File: src/sv/b3i_div.sv
`timescale 1ns / 1ps
module b3i_div (
  input  logic        clk,
  input  logic        rst,
  input  logic        start,
  input  logic [95:0] num,
  input  logic [96:0] den,
  output logic        done,
  output logic [16:0] quo
);

  // Restoring division, one quotient bit per cycle, 17 bits in all.
  logic [97:0] rem;
  logic [96:0] dreg;
  logic [4:0]  cnt;
  logic        busy;
  logic [97:0] rs;
  logic        ge;

  always_comb begin
    rs = (cnt == 5'd0) ? rem : {rem[96:0], 1'b0};
    ge = rs >= {1'b0, dreg};
  end

  always_ff @(posedge clk) begin
    if (rst) begin
      busy <= 1'b0;
      done <= 1'b0;
      cnt  <= 5'd0;
    end else begin
      done <= 1'b0;
      if (start) begin
        busy <= 1'b1;
        cnt  <= 5'd0;
      end else if (busy) begin
        cnt <= cnt + 5'd1;
        if (cnt == 5'd16) begin
          busy <= 1'b0;
          done <= 1'b1;
        end
      end
    end
  end

  always_ff @(posedge clk) begin
    if (start) begin
      rem  <= {2'b0, num};
      dreg <= den;
      quo  <= 17'd0;
    end else if (busy) begin
      rem <= ge ? (rs - {1'b0, dreg}) : rs;
      quo <= {quo[15:0], ge};
    end
  end

endmodule

File: config.mk
export PLATFORM = sky130hd
export DESIGN_NAME = b3i_div
export DESIGN_NICKNAME = d
export VERILOG_FILES = /design/src/sv/b3i_div.sv
export SDC_FILE = /design/constraint.sdc
export NUM_CORES = 1
export LEC_CHECK = 0
export CAP_MARGIN = 15
export CORE_MARGIN = 2
export CORE_UTILIZATION = 34
export CTS_BUF_LIST = sky130_fd_sc_hd__clkbuf_8
export CTS_CLUSTER_SIZE = 10
export DETAILED_ROUTE_END_ITERATION = 16
export DONT_BUFFER_PORTS = 1
export PLACE_DENSITY_LB_ADDON = 0.3
export SLEW_MARGIN = 20
export SYNTH_ARGS = -nofsm -noshare
export SYNTH_HDL_FRONTEND = slang
export SYNTH_SLANG_ARGS = --single-unit
File: constraint.sdc
create_clock -name clk -period 5.1 [get_ports clk]
set_input_delay 1.53 -clock clk [delete_from_list [all_inputs] [get_ports clk]]
set_output_delay 1.53 -clock clk [all_outputs]
set_load 0.01 [all_outputs]
==> results.sh <==
export IMPL_synth_edf_count=193
export IMPL_dieArea_um2=51000
export IMPL_drc_errors=0
export IMPL_worstHoldPathType="reg2reg"
export IMPL_grt_pass1_vias=14500
export IMPL_critical_path_class="reg2reg"
export IMPL_start_kind="flip-flop"
export IMPL_maxSlewViolCount=0
export IMPL_core_um2=48700
export IMPL_slew_headroom_pct=37.3
export IMPL_arrival_ns=5.26
export IMPL_clk_pin_slew_ns=0.06
export IMPL_ys_seq_area_share_pct=37.8
export IMPL_die_h_um=226
export IMPL_routed_via_density=5.46
export IMPL_routabilityCongestion=0.900
export IMPL_netSwitchingFraction_pct=40.1
export IMPL_overflow=0
export IMPL_synthCells=1847
export IMPL_fp_dieW_um=226
export IMPL_final_cells=2633
export IMPL_cts_tree="yes"
export IMPL_power_switching_uw=3640
export IMPL_timing_final_crit_period_ns=4.90
export IMPL_yosys_warnings=0
export IMPL_async_flop_share_pct=0
export IMPL_skew_ns=0.0235
export IMPL_grt_max_degree=175
export IMPL_r2r_slack_ns=0.20
export IMPL_peakVddDrop_uv=247
export IMPL_area_growth_pct=18.6
export IMPL_path_max_fanout=21
export IMPL_clockBufferDepth=3
export IMPL_root_buffer="clkbuf_8"
export IMPL_hpwlAfterDp_um=39000
export IMPL_p_int_uw=5450
export IMPL_synth_area_per_cell_um2=9.05
export IMPL_dp_cells=2533
export IMPL_final_layout_size_suffix_gt1_share_pct=20.4
export IMPL_firstDrtPassIters=5
export IMPL_pwr_share_clk_pct=21.3
export IMPL_cts_hold_buf=0
export IMPL_vias=14400
export IMPL_numCtsBuffers=43
export IMPL_grt_use_total_pct=20.3
export IMPL_grt_pass1_wl_um=80900
export IMPL_worstMarginPinSlew_ns=0.940
export IMPL_p_leak_uw=0.00807
export IMPL_pre_cts_slack_ns=-0.130
export IMPL_clkLatencyLatePin_ns=0.62
export IMPL_core_rowCount=81
export IMPL_fin_crit_sh_pct=96.1
export IMPL_fmax_mhz=204
export IMPL_critPathCaptureType="flip-flop"
export IMPL_comb_power_share_pct=52.3
export IMPL_ys_ff_latch=219
export IMPL_seqPwrFrac_pct=26.4
export IMPL_setup_slack_ns=0.198
export IMPL_drv_cap=0
export IMPL_yosys_most_used_dff="edfxtp_1"
export IMPL_clock_sinks=219
export IMPL_tns_ns=0
export IMPL_portBuffers=0
export IMPL_power_density_nw_per_um2=458
export IMPL_p_total_uw=9090
export IMPL_synth_net_count=2143
export IMPL_initial_core_util_pct=34.3
export IMPL_wl_per_cell_um=20.6
export IMPL_finalSetupViolations=0
export IMPL_drtIter0Drc=923
export IMPL_antenna_found_initial=4
export IMPL_synth_area_um2=16700
export IMPL_worst_ep_required_time_ns=5.46
export IMPL_outcome="complete, no violations"
export IMPL_nNetsFinal=2230
export IMPL_ios=214
export IMPL_wirelength_um=54200
export IMPL_ant_nets=0
export IMPL_htreeDepth=2
export IMPL_synth_distinct_cells=80
export IMPL_finalHoldViolCount=0
layout make-up:
| cell class | count | area [µm²] |
|---|---|---|
| Inverter | 144 | 543 |
| Sequential cell | 219 | 6320 |
| Clock inverter | 30 | 235 |
| Multi-Input combinational cell | 1375 | 9870 |
| Fill cell | 4957 | 28900 |
| Timing Repair Buffer | 151 | 1360 |
| Clock buffer | 49 | 674 |
| Tap cell | 664 | 831 |
| Antenna cell | 1 | 2.50 |
flip-flops by register name, summed over array words and instances (netlist names):
register	flops
busy	1
cnt	5
done	1
dreg	97
quo	17
rem	98
power groups by stage:
stage	Combinational [µW]	Sequential [µW]	Clock, µW
finish	4750	2400	1940
global route	5210	2430	2060
CTS	4400	2400	2010
detailed placement	4350	2430	0
global placement	4330	2420	0
floorplan	3090	2380	0
cell usage after synthesis (all sizes together), types with 18 or more instances:
| cell | instances | share of area (%) |
|---|---|---|
| nand2 | 122 | 2.7 |
| ha | 99 | 7.4 |
| xor2 | 22 | 1.2 |
| o21bai | 33 | 1.5 |
| dfxtp | 26 | 3.1 |
| clkbuf | 59 | 1.3 |
| buf | 50 | 1.6 |
| inv | 144 | 3.2 |
| xnor2 | 56 | 2.9 |
| a21oi | 239 | 7.2 |
| o21ai | 87 | 2.6 |
| mux2i | 48 | 2.9 |
| o21a | 21 | 0.94 |
| mux2 | 100 | 6.7 |
| edfxtp | 193 | 35 |
| nor3 | 18 | 0.57 |
| nand3 | 29 | 0.87 |
| nor2 | 184 | 4.1 |
| a21o | 55 | 2.5 |
| nand4 | 42 | 1.7 |
logic make-up (layout without fill, tap and decap cells):
group                    Yosys count  after routing  synth area share [%]
XOR/XNOR                          78             78                  4.09
buffers and inverters            253            374                  6.14
flip-flops                       219            219                  37.8
other                              0              1                     0
AND/OR/NAND/NOR                  493            493                  14.0
AO/OA/AOI/OAI                    556            556                  20.9
multiplexers                     148            148                  9.61
adder cells (fa/ha/maj)          100            100                  7.53
final timing paths:
path / start / end / cells past startpoint
setup / recovery: cnt[1]$_SDFFE_PP0P_ / rem[91]$_DFFE_PP_ / 21
hold / removal: rem[97]$_SDFFE_PP0P_ / rem[97]$_SDFFE_PP0P_ / 2
setup reg to reg: cnt[1]$_SDFFE_PP0P_ / rem[91]$_DFFE_PP_ / 21
hold reg to reg: rem[97]$_SDFFE_PP0P_ / rem[97]$_SDFFE_PP0P_ / 2
critical path, cell delays in order (launching register included):
cell,delay (ns)
dfxtp_1,0.31
inv_1,0.06
ha_1,0.16
nand2_1,0.10
nor2_4,0.13
buf_12,0.18
buf_4,0.19
mux2_2,0.37
ha_1,0.32
buf_4,0.18
nand2_1,0.10
o21bai_1,0.11
a221o_1,0.36
a311o_1,0.43
a31oi_4,0.27
a21oi_1,0.10
o211ai_1,0.10
buf_4,0.18
o31a_1,0.24
o2111ai_2,0.22
a2111oi_2,0.37
nor3_1,0.11
timing repair:
item	4_1_cts	5_1_grt
buffers inserted	3	11
endpoints found under the setup margin	19	97
pin swaps	3	28
gates resized for setup	11	81
gates cloned	1	5
placed cells by master (no fill, tap or decap), types with 14 or more instances in the layout:
master / Yosys / layout
nor3_1: 17 / 14
buf_4: 8 / 135
mux2_2: 100 / 100
ha_1: 99 / 79
o21bai_1: 33 / 33
nor2_1: 184 / 181
and3_1: 15 / 14
a21oi_1: 239 / 236
o21ai_0: 85 / 82
nand3_1: 29 / 28
clkbuf_8: 0 / 49
o21a_1: 21 / 20
dfxtp_1: 26 / 26
edfxtp_1: 193 / 193
xor2_1: 22 / 22
mux2i_1: 48 / 46
xnor2_1: 56 / 56
nand2_1: 122 / 118
o211ai_1: 14 / 14
a21o_1: 55 / 55
inv_1: 144 / 155
nand4_1: 41 / 41
through the flow:
stage	utilization [%]	hold WS [ns]	cell area, µm²
5_1_grt	40.7	0.529	19800
3_5_place_dp	37.2	0.493	18200
4_1_cts	39.3	0.501	19200
2_1_floorplan	-	0.466	16700
3_3_place_gp	37.2	0.483	18200
6_report	40.7	0.498	19800
metal layers:
metal | wire (µm) | GRT usage, % | vias to the layer above
li1 | - | - | 6933
met1 | 24400 | 26.6 | 6945
met2 | 25200 | 33.0 | 418
met3 | 3260 | 4.37 | 84
met4 | 1300 | 6.75 | 4
met5 | 27 | 0 | -
Power figures use the tool's default switching activity.
