File: config.mk
export PLATFORM = sky130hd
export DESIGN_NAME = b3i_ram
export DESIGN_NICKNAME = d
export VERILOG_FILES = /design/src/sv/b3i_ram.sv
export SDC_FILE = /design/constraint.sdc
export NUM_CORES = 1
export LEC_CHECK = 0
export ABC_AREA = 1
export BUFFER_PORTS_ARGS = -buffer_cell sky130_fd_sc_hd__buf_4
export CORE_MARGIN = 2
export CORE_UTILIZATION = 58
export CTS_BUF_LIST = sky130_fd_sc_hd__clkbuf_8
export DETAILED_ROUTE_END_ITERATION = 16
export PLACE_DENSITY_LB_ADDON = 0.2
export SLEW_MARGIN = 20
export SYNTH_ARGS = -nofsm -noshare
export SYNTH_HDL_FRONTEND = slang
export SYNTH_SLANG_ARGS = --single-unit
export TNS_END_PERCENT = 50
File: constraint.sdc
create_clock -name clk -period 3.4 [get_ports clk]
set_input_delay 0.68 -clock clk [delete_from_list [all_inputs] [get_ports clk]]
set_output_delay 0.68 -clock clk [all_outputs]
set_load 0.03 [all_outputs]
File: src/sv/b3i_ram.sv
`timescale 1ns / 1ps
module b3i_ram #(
  parameter int WIDTH = 32,
  parameter int DEPTH = 16
) (
  input  logic                                     clk,
  input  logic                                     we,
  input  logic [(DEPTH > 1 ? $clog2(DEPTH) : 1)-1:0] waddr,
  input  logic [WIDTH-1:0]                         wdata,
  input  logic [(DEPTH > 1 ? $clog2(DEPTH) : 1)-1:0] raddr,
  output logic [WIDTH-1:0]                         rdata
);

  logic [WIDTH-1:0] mem [DEPTH];

  always_ff @(posedge clk) begin
    if (we) begin
      mem[waddr] <= wdata;
    end
    rdata <= mem[raddr];
  end

endmodule

==> results.ini, run 1 <==
[synth]
syn-cell-area_mm2 = 0.0227
synth_seq_cells = 544
synth_nets = 2162
synthCells = 2120
synth_top_cell_by_area = edfxtp_1
synth_top_area_share_pct = 67.6
avgSynthCellArea_um2 = 10.7
synth_cell_types = 15
synth.area.top_cells = edfxtp_1 (68%), nand2_1 (11%), nand3_1 (8.5%), inv_1 (6.4%), dfxtp_1 (2.8%)
ys_warn_count = 0
yosysSeqAreaShare_pct = 70.5

[cts]
cts_num_sinks = 544
clkTransAtPathRegs_ps = 60
cts_setup_buffers = 0
cts_tree = done
numCtsBuffers = 85
cts.repair.resized = 0
hold_buffers = 0
root_buffer = clkbuf_8
htree_levels = 3
clk_path_buf_depth = 3
worstSkewPairLatency_ps = 630

[die]
floorplan.initialDensity_pct = 58.8
pin_count = 74
dieArea_mm2 = 0.0408
die_x_um = 202
core_area_mm2 = 0.0386
core.rowCount = 72
fp.dieH_um = 202

[final_layout]
multi_input_area_mm2 = 0.00467
area_growth_pct = 11.6
final_common_cell = nand2_1
fillers = 2922
nets = 2250
layout_common_cells = nand2_1 (677), edfxtp_1 (512), inv_1 (416)
drive_gt1_share_pct = 10.2
ff_latch_area_mm2 = 0.0160

[job]
cap_violations = 0

[global_routing]
grt_pass1_vias = 14500
grt_overflow = 0
grt_max_degree = 157
antenna_found_initial = 1
grtUsageTotal_pct = 25.6
grt_pass1_wl_um = 79900

[routing]
via_count = 14600
drtAntennaViolNets = 0
drc_errors = 0
routedWlPerCell_um = 18.4
drt_pass1_iterations = 5
routed_wl_um = 51300
drtIter0Drc = 1287
vias_per_cell = 5.23

[worst_setup_path]
worstPathArrival_ps = 1250
cpPeakStageDelay_ps = 430
required_ps = 2720
cp-start-kind = flop
path_delay_family = flip-flops
crit_type = flop to output port
cp-end-kind = output port
path_max_fanout = 1
critPathBufInv = 1
crit_chain = buf_4
cp_slowest_cell = dfxtp_1

[sta]
fin_crit_sh_pct = 56.8
setup_viol = 0
final.setup.tns_ps = 0
drv_slew = 0
relSlewSlack_pct = 46.5
hold_viol_final = 0
fin_ws_ps = 1470
rsz0062_at_grt = no
fin_crit_ps = 1930
worstMarginPinSlew_ps = 802
skew_ps = 18.7
max_freq_ghz = 0.518

[place]
place_ws_ps = 970
dp_hpwl_um = 28300
port_buffers = 73
gp_congestion = 0.846

[pwr]
p_leak_nw = 11.0
ir_drop_uv = 402
powerDensity_mw_per_mm2 = 538

[status]
status = completed

[min_path]
hp-class = input pin to flop

[final timing paths]
kind               startpoint          end  slack [ps]  depth (start not counted)
setup reg to reg   mem[13][8]     rdata[8]        2300                          6
hold reg to reg   mem[10][21]    rdata[21]         670                          6
hold / removal      wdata[16]  mem[12][16]         360                          1
setup / recovery    rdata[19]    rdata[19]        1470                          1
[state kept, by name, summed over array words and instances (netlist names)]
signal and cells:
rdata 32, mem 512
[stage by stage]
step / hold slack (ps) / area, um^2 / total power, W / instances / utilization, %
3_3_place_gp: 644 / 23800 / 0.00865 / 2639 / 61.6
6_report: 365 / 25400 / 0.0136 / 2791 / 65.6
5_1_grt: 351 / 25400 / 0.0141 / 2791 / 65.6
4_1_cts: 328 / 25400 / 0.0137 / 2790 / 65.6
3_5_place_dp: 643 / 23800 / 0.00867 / 2639 / 61.6
2_1_floorplan: 607 / 22700 / 0.00827 / 2120 / -
[per-layer routing]
metal	vias up	wire (um)	share of wire [%]	GRT usage (%)
li1	7022	-	-	-
met1	6951	20700	40	33.0
met2	496	25200	49	42.5
met3	117	3420	6.7	4.24
met4	0	1950	3.8	12.2
met5	-	0	0	0
[worst register-to-register path, cell delays in order, from the launching register on]
cell and delay (ps):
edfxtp_1 380, inv_1 60, nand2_1 50, nand3_1 100, nand3_1 80, nand3_1 140, nand2_1 150
[Yosys cell counts]
cell type	number
buf_1	14
buf_4	6
nand2_1	677
inv_2	1
inv_4	1
inv_1	388
nand3_1	385
nor2_1	17
edfxtp_1	512
buf_2	41
clkbuf_1	14
buf_6	29
dfxtp_1	32
nand3b_1	2
buf_12	1
[report_power, final]
part           internal, W  leakage [nW]  switching, W
registers          0.00750          4.90     0.0000466
clock network      0.00267         0.922       0.00245
logic             0.000285          5.14      0.000704
total               0.0104          11.0       0.00320
[logic make-up (layout without fill, tap and decap cells)]
family / count (synthesis) / count (layout) / share of synthesized area [%]
simple gates: 1081 / 1081 / 20.0
flops: 544 / 544 / 70.5
buf+inv: 495 / 647 / 9.54
other cells: 0 / 1 / 0
[cell type report]
class	instances	share of cell area [%]
Clock buffer	97	5.26
Clock inverter	54	0.952
Multi-Input combinational cell	1081	18.4
Tap cell	518	2.55
Inverter	390	5.80
Antenna cell	1	0.00986
Timing Repair Buffer	106	3.90
Sequential cell	544	63.1
No activity file was read; power rests on OpenSTA's default activity.
==> run 2, diff against run 1 <==
- ABC_AREA: 1 -> 0
- clock period: 3.4 -> 1.8 ns (I/O delays scaled with it)
==> results.ini, run 2 <==
[routing]
drtAntennaViolNets = 0  ; unchanged
drtIter0Drc = 1007  ; was 1287
drc_errors = 0  ; unchanged
via_count = 9330  ; was 14600
drt_pass1_iterations = 5  ; unchanged
vias_per_cell = 6.14  ; was 5.23
routed_wl_um = 40500  ; was 51300 um
routedWlPerCell_um = 26.7  ; was 18.4 um

[global_routing]
use_met2_pct = 36.9  ; was 42.5%
grt_max_degree = 35  ; was 157
grtUsageMet1_pct = 34.1  ; was 33.0%
grt_pass1_wl_um = 60500  ; was 79900 um
grt_use_met3_pct = 4.45  ; was 4.24%
grt.busiest_layer = met2  ; unchanged
grt_pass1_vias = 10000  ; was 14500
antenna_found_initial = 1  ; unchanged
grt_overflow = 0  ; unchanged
grtUsageTotal_pct = 23.5  ; was 25.6%

[sta]
fin_ws_ps = 195  ; was 1470 ps
hold_viol_final = 0  ; unchanged
drv_slew = 0  ; unchanged
fin_crit_ps = 1610
worstMarginPinSlew_ps = 1030  ; was 802 ps
relSlewSlack_pct = 31.4  ; was 46.5%
fin_crit_sh_pct = 89.2
max_freq_ghz = 0.623
rsz0062_at_grt = no  ; unchanged
skew_ps = 16.8  ; was 18.7 ps
setup_viol = 0  ; unchanged

[die]
core_area_mm2 = 0.0336  ; was 0.0386 mm^2
fp.dieH_um = 189  ; was 202 um
dieArea_mm2 = 0.0357  ; was 0.0408 mm^2
core.rowCount = 67  ; was 72
die_x_um = 189  ; was 202 um
pin_count = 74  ; unchanged
floorplan.initialDensity_pct = 59.1  ; was 58.8%

[synth]
ys_warn_count = 0  ; unchanged
yosysSeqAreaShare_pct = 80.7  ; was 70.5%
ys.flop_type = edfxtp_1  ; unchanged
yosysMostFrequentCell = edfxtp_1  ; was nand2_1
synth_cell_types = 18  ; was 15
synth_top_cells_by_count = edfxtp_1 (512), mux4_2 (128), a22oi_1 (64)  ; was nand2_1 (677), edfxtp_1 (512), inv_1 (388)
avgSynthCellArea_um2 = 23.7  ; was 10.7 um^2
synth_top_cell_by_area = edfxtp_1  ; unchanged
synth_seq_cells = 544  ; unchanged
synth_edf_count = 512  ; unchanged
synth.area.top_cells = edfxtp_1 (77%), mux4_2 (15%), dfxtp_1 (3.2%), a22oi_1 (2.4%), nand2_1 (0.62%)  ; was edfxtp_1 (68%), nand2_1 (11%), nand3_1 (8.5%), inv_1 (6.4%), dfxtp_1 (2.8%)
synthCells = 838  ; was 2120
synth-async-reset-ratio_pct = 0  ; unchanged
synth_top_area_share_pct = 77.4  ; was 67.6%
synth_nets = 880  ; was 2162
syn-cell-area_mm2 = 0.0199  ; was 0.0227 mm^2

[pwr]
powerDensity_mw_per_mm2 = 1090  ; was 538 mW/mm^2
ir_drop_uv = 601  ; was 402 uV
p_leak_nw = 7.72  ; was 11.0 nW

[worst_setup_path]
cp_slowest_cell = dfxtp_1  ; unchanged
crit_chain = buf_4  ; unchanged
cpPeakStageDelay_ps = 420  ; was 430 ps
required_ps = 1440  ; was 2720 ps
path_delay_family = flip-flops  ; unchanged
path_max_fanout = 1  ; unchanged
cp-end-kind = output port  ; unchanged
crit_type = flop to output port  ; unchanged
critPathBufInv = 1  ; unchanged
worstPathArrival_ps = 1250  ; about the same
cp-start-kind = flop  ; unchanged
crit_start = rdata[17]  ; was rdata[19]
regToRegStartpoint = mem[8][14]  ; was mem[13][8]

[place]
gp_congestion = 0.711  ; was 0.846
dp_hpwl_um = 21900  ; was 28300 um
port_buffers = 73  ; unchanged
place_area_mm2 = 0.0217  ; was 0.0238 mm^2
place_ws_ps = -86.1  ; was 970 ps
placedCellCount = 1370  ; was 2639

[final_layout]
utilization_pct = 69.4  ; was 65.6%
largest_register = mem  ; unchanged
postLayoutCellArea_mm2 = 0.0233  ; was 0.0254 mm^2
top_regs = mem (512), rdata (32)  ; unchanged
largest_reg_flops = 512  ; unchanged
diodes = 0  ; was 1
drive_gt1_share_pct = 36.2  ; was 10.2%
final_common_cell = edfxtp_1  ; was nand2_1
area_growth_pct = 17.5  ; was 11.6%
fin_cells = 1519  ; was 2791
nets = 1048  ; was 2250
layout_common_cells = edfxtp_1 (512), mux4_2 (128), clkbuf_8 (95)  ; was nand2_1 (677), edfxtp_1 (512), inv_1 (416)

[min_path]
hp-class = input pin to flop  ; unchanged
hp-start = wdata[3]  ; was wdata[16]

[job]
cap_violations = 0  ; unchanged

[cts]
cts_setup_buffers = 0  ; unchanged
clk_path_buf_depth = 3  ; unchanged
cts_tree = done  ; unchanged
cts.repair.resized = 0  ; unchanged
hold_buffers = 0  ; unchanged
worstSkewPairLatency_ps = 620  ; was 630 ps
htree_levels = 3  ; unchanged
root_buffer = clkbuf_8  ; unchanged
cts_num_sinks = 544  ; unchanged
clkTransAtPathRegs_ps = 60  ; about the same
numCtsBuffers = 82  ; was 85

[status]
status = completed  ; unchanged

[run 2: cell count changes after synthesis, moves of 5 or more]
cell / before / now
inv_1: 388 / 0
buf_1: 14 / 9
a22oi_1: 0 / 64
nand2_1: 677 / 33
nand3_1: 385 / 1
buf_6: 29 / 2
buf_4: 6 / 11
buf_2: 41 / 4
mux4_2: 0 / 128
[run 2: kinds of logic (layout without fill, tap and decap cells)]
| family | Yosys count | in the layout | synth area share (%) |
|---|---|---|---|
| AOI/OAI and AO/OA | 64 | 64 | 2.42 |
| buffers and inverters | 43 | 276 | 1.12 |
| DFF | 544 | 544 | 80.7 |
| muxes | 128 | 128 | 14.5 |
| and+or+nand+nor | 59 | 59 | 1.27 |
[run 2: final cells by class]
class	instances	area (um^2)
clock buffer	94	1290
clock inverter	55	310
fill	2014	10300
multi-input combinational	251	3780
sequential	544	16000
tap	448	561
timing repair buffer	127	1370
[run 2: worst paths after layout]
path                                  end  slack, ps  cells after the start
worst max register to register  rdata[14]        460                      3
worst max-delay path            rdata[17]        190                      1
worst min register to register  rdata[31]        660                      3
worst min-delay path            mem[2][3]         50                      1
[run 2: per-layer routing]
metal  vias up  wire length (um)
li1       3920                 -
met3        57              3170
met2       403             20000
met5         -                 0
met4         0               614
met1      4950             16700
[run 2: power breakdown]
group / leakage (nW) / internal, W / total, W / switching (W)
logic: 1.89 / 0.000650 / 0.00152 / 0.000870
clock network: 0.935 / 0.00520 / 0.00968 / 0.00448
registers: 4.89 / 0.0142 / 0.0143 / 0.0000966
total: 7.72 / 0.0200 / 0.0255 / 0.00544
[run 2: metrics by stage]
stage	power, W	hold WS [ps]	setup TNS (ps)
floorplan	0.0153	459	-70690
global placement	0.0160	637	-509
detailed placement	0.0161	654	-1020
CTS	0.0257	10.8	0
global route	0.0263	36.2	0
finish	0.0255	45.4	0
[run 2: worst reg2reg max path, delay by kind of cell, from the launching register on]
family          cells  cell delay (ps)
mux                 1              490
compound gates      1              250
flops               1              380
simple gates        1              100
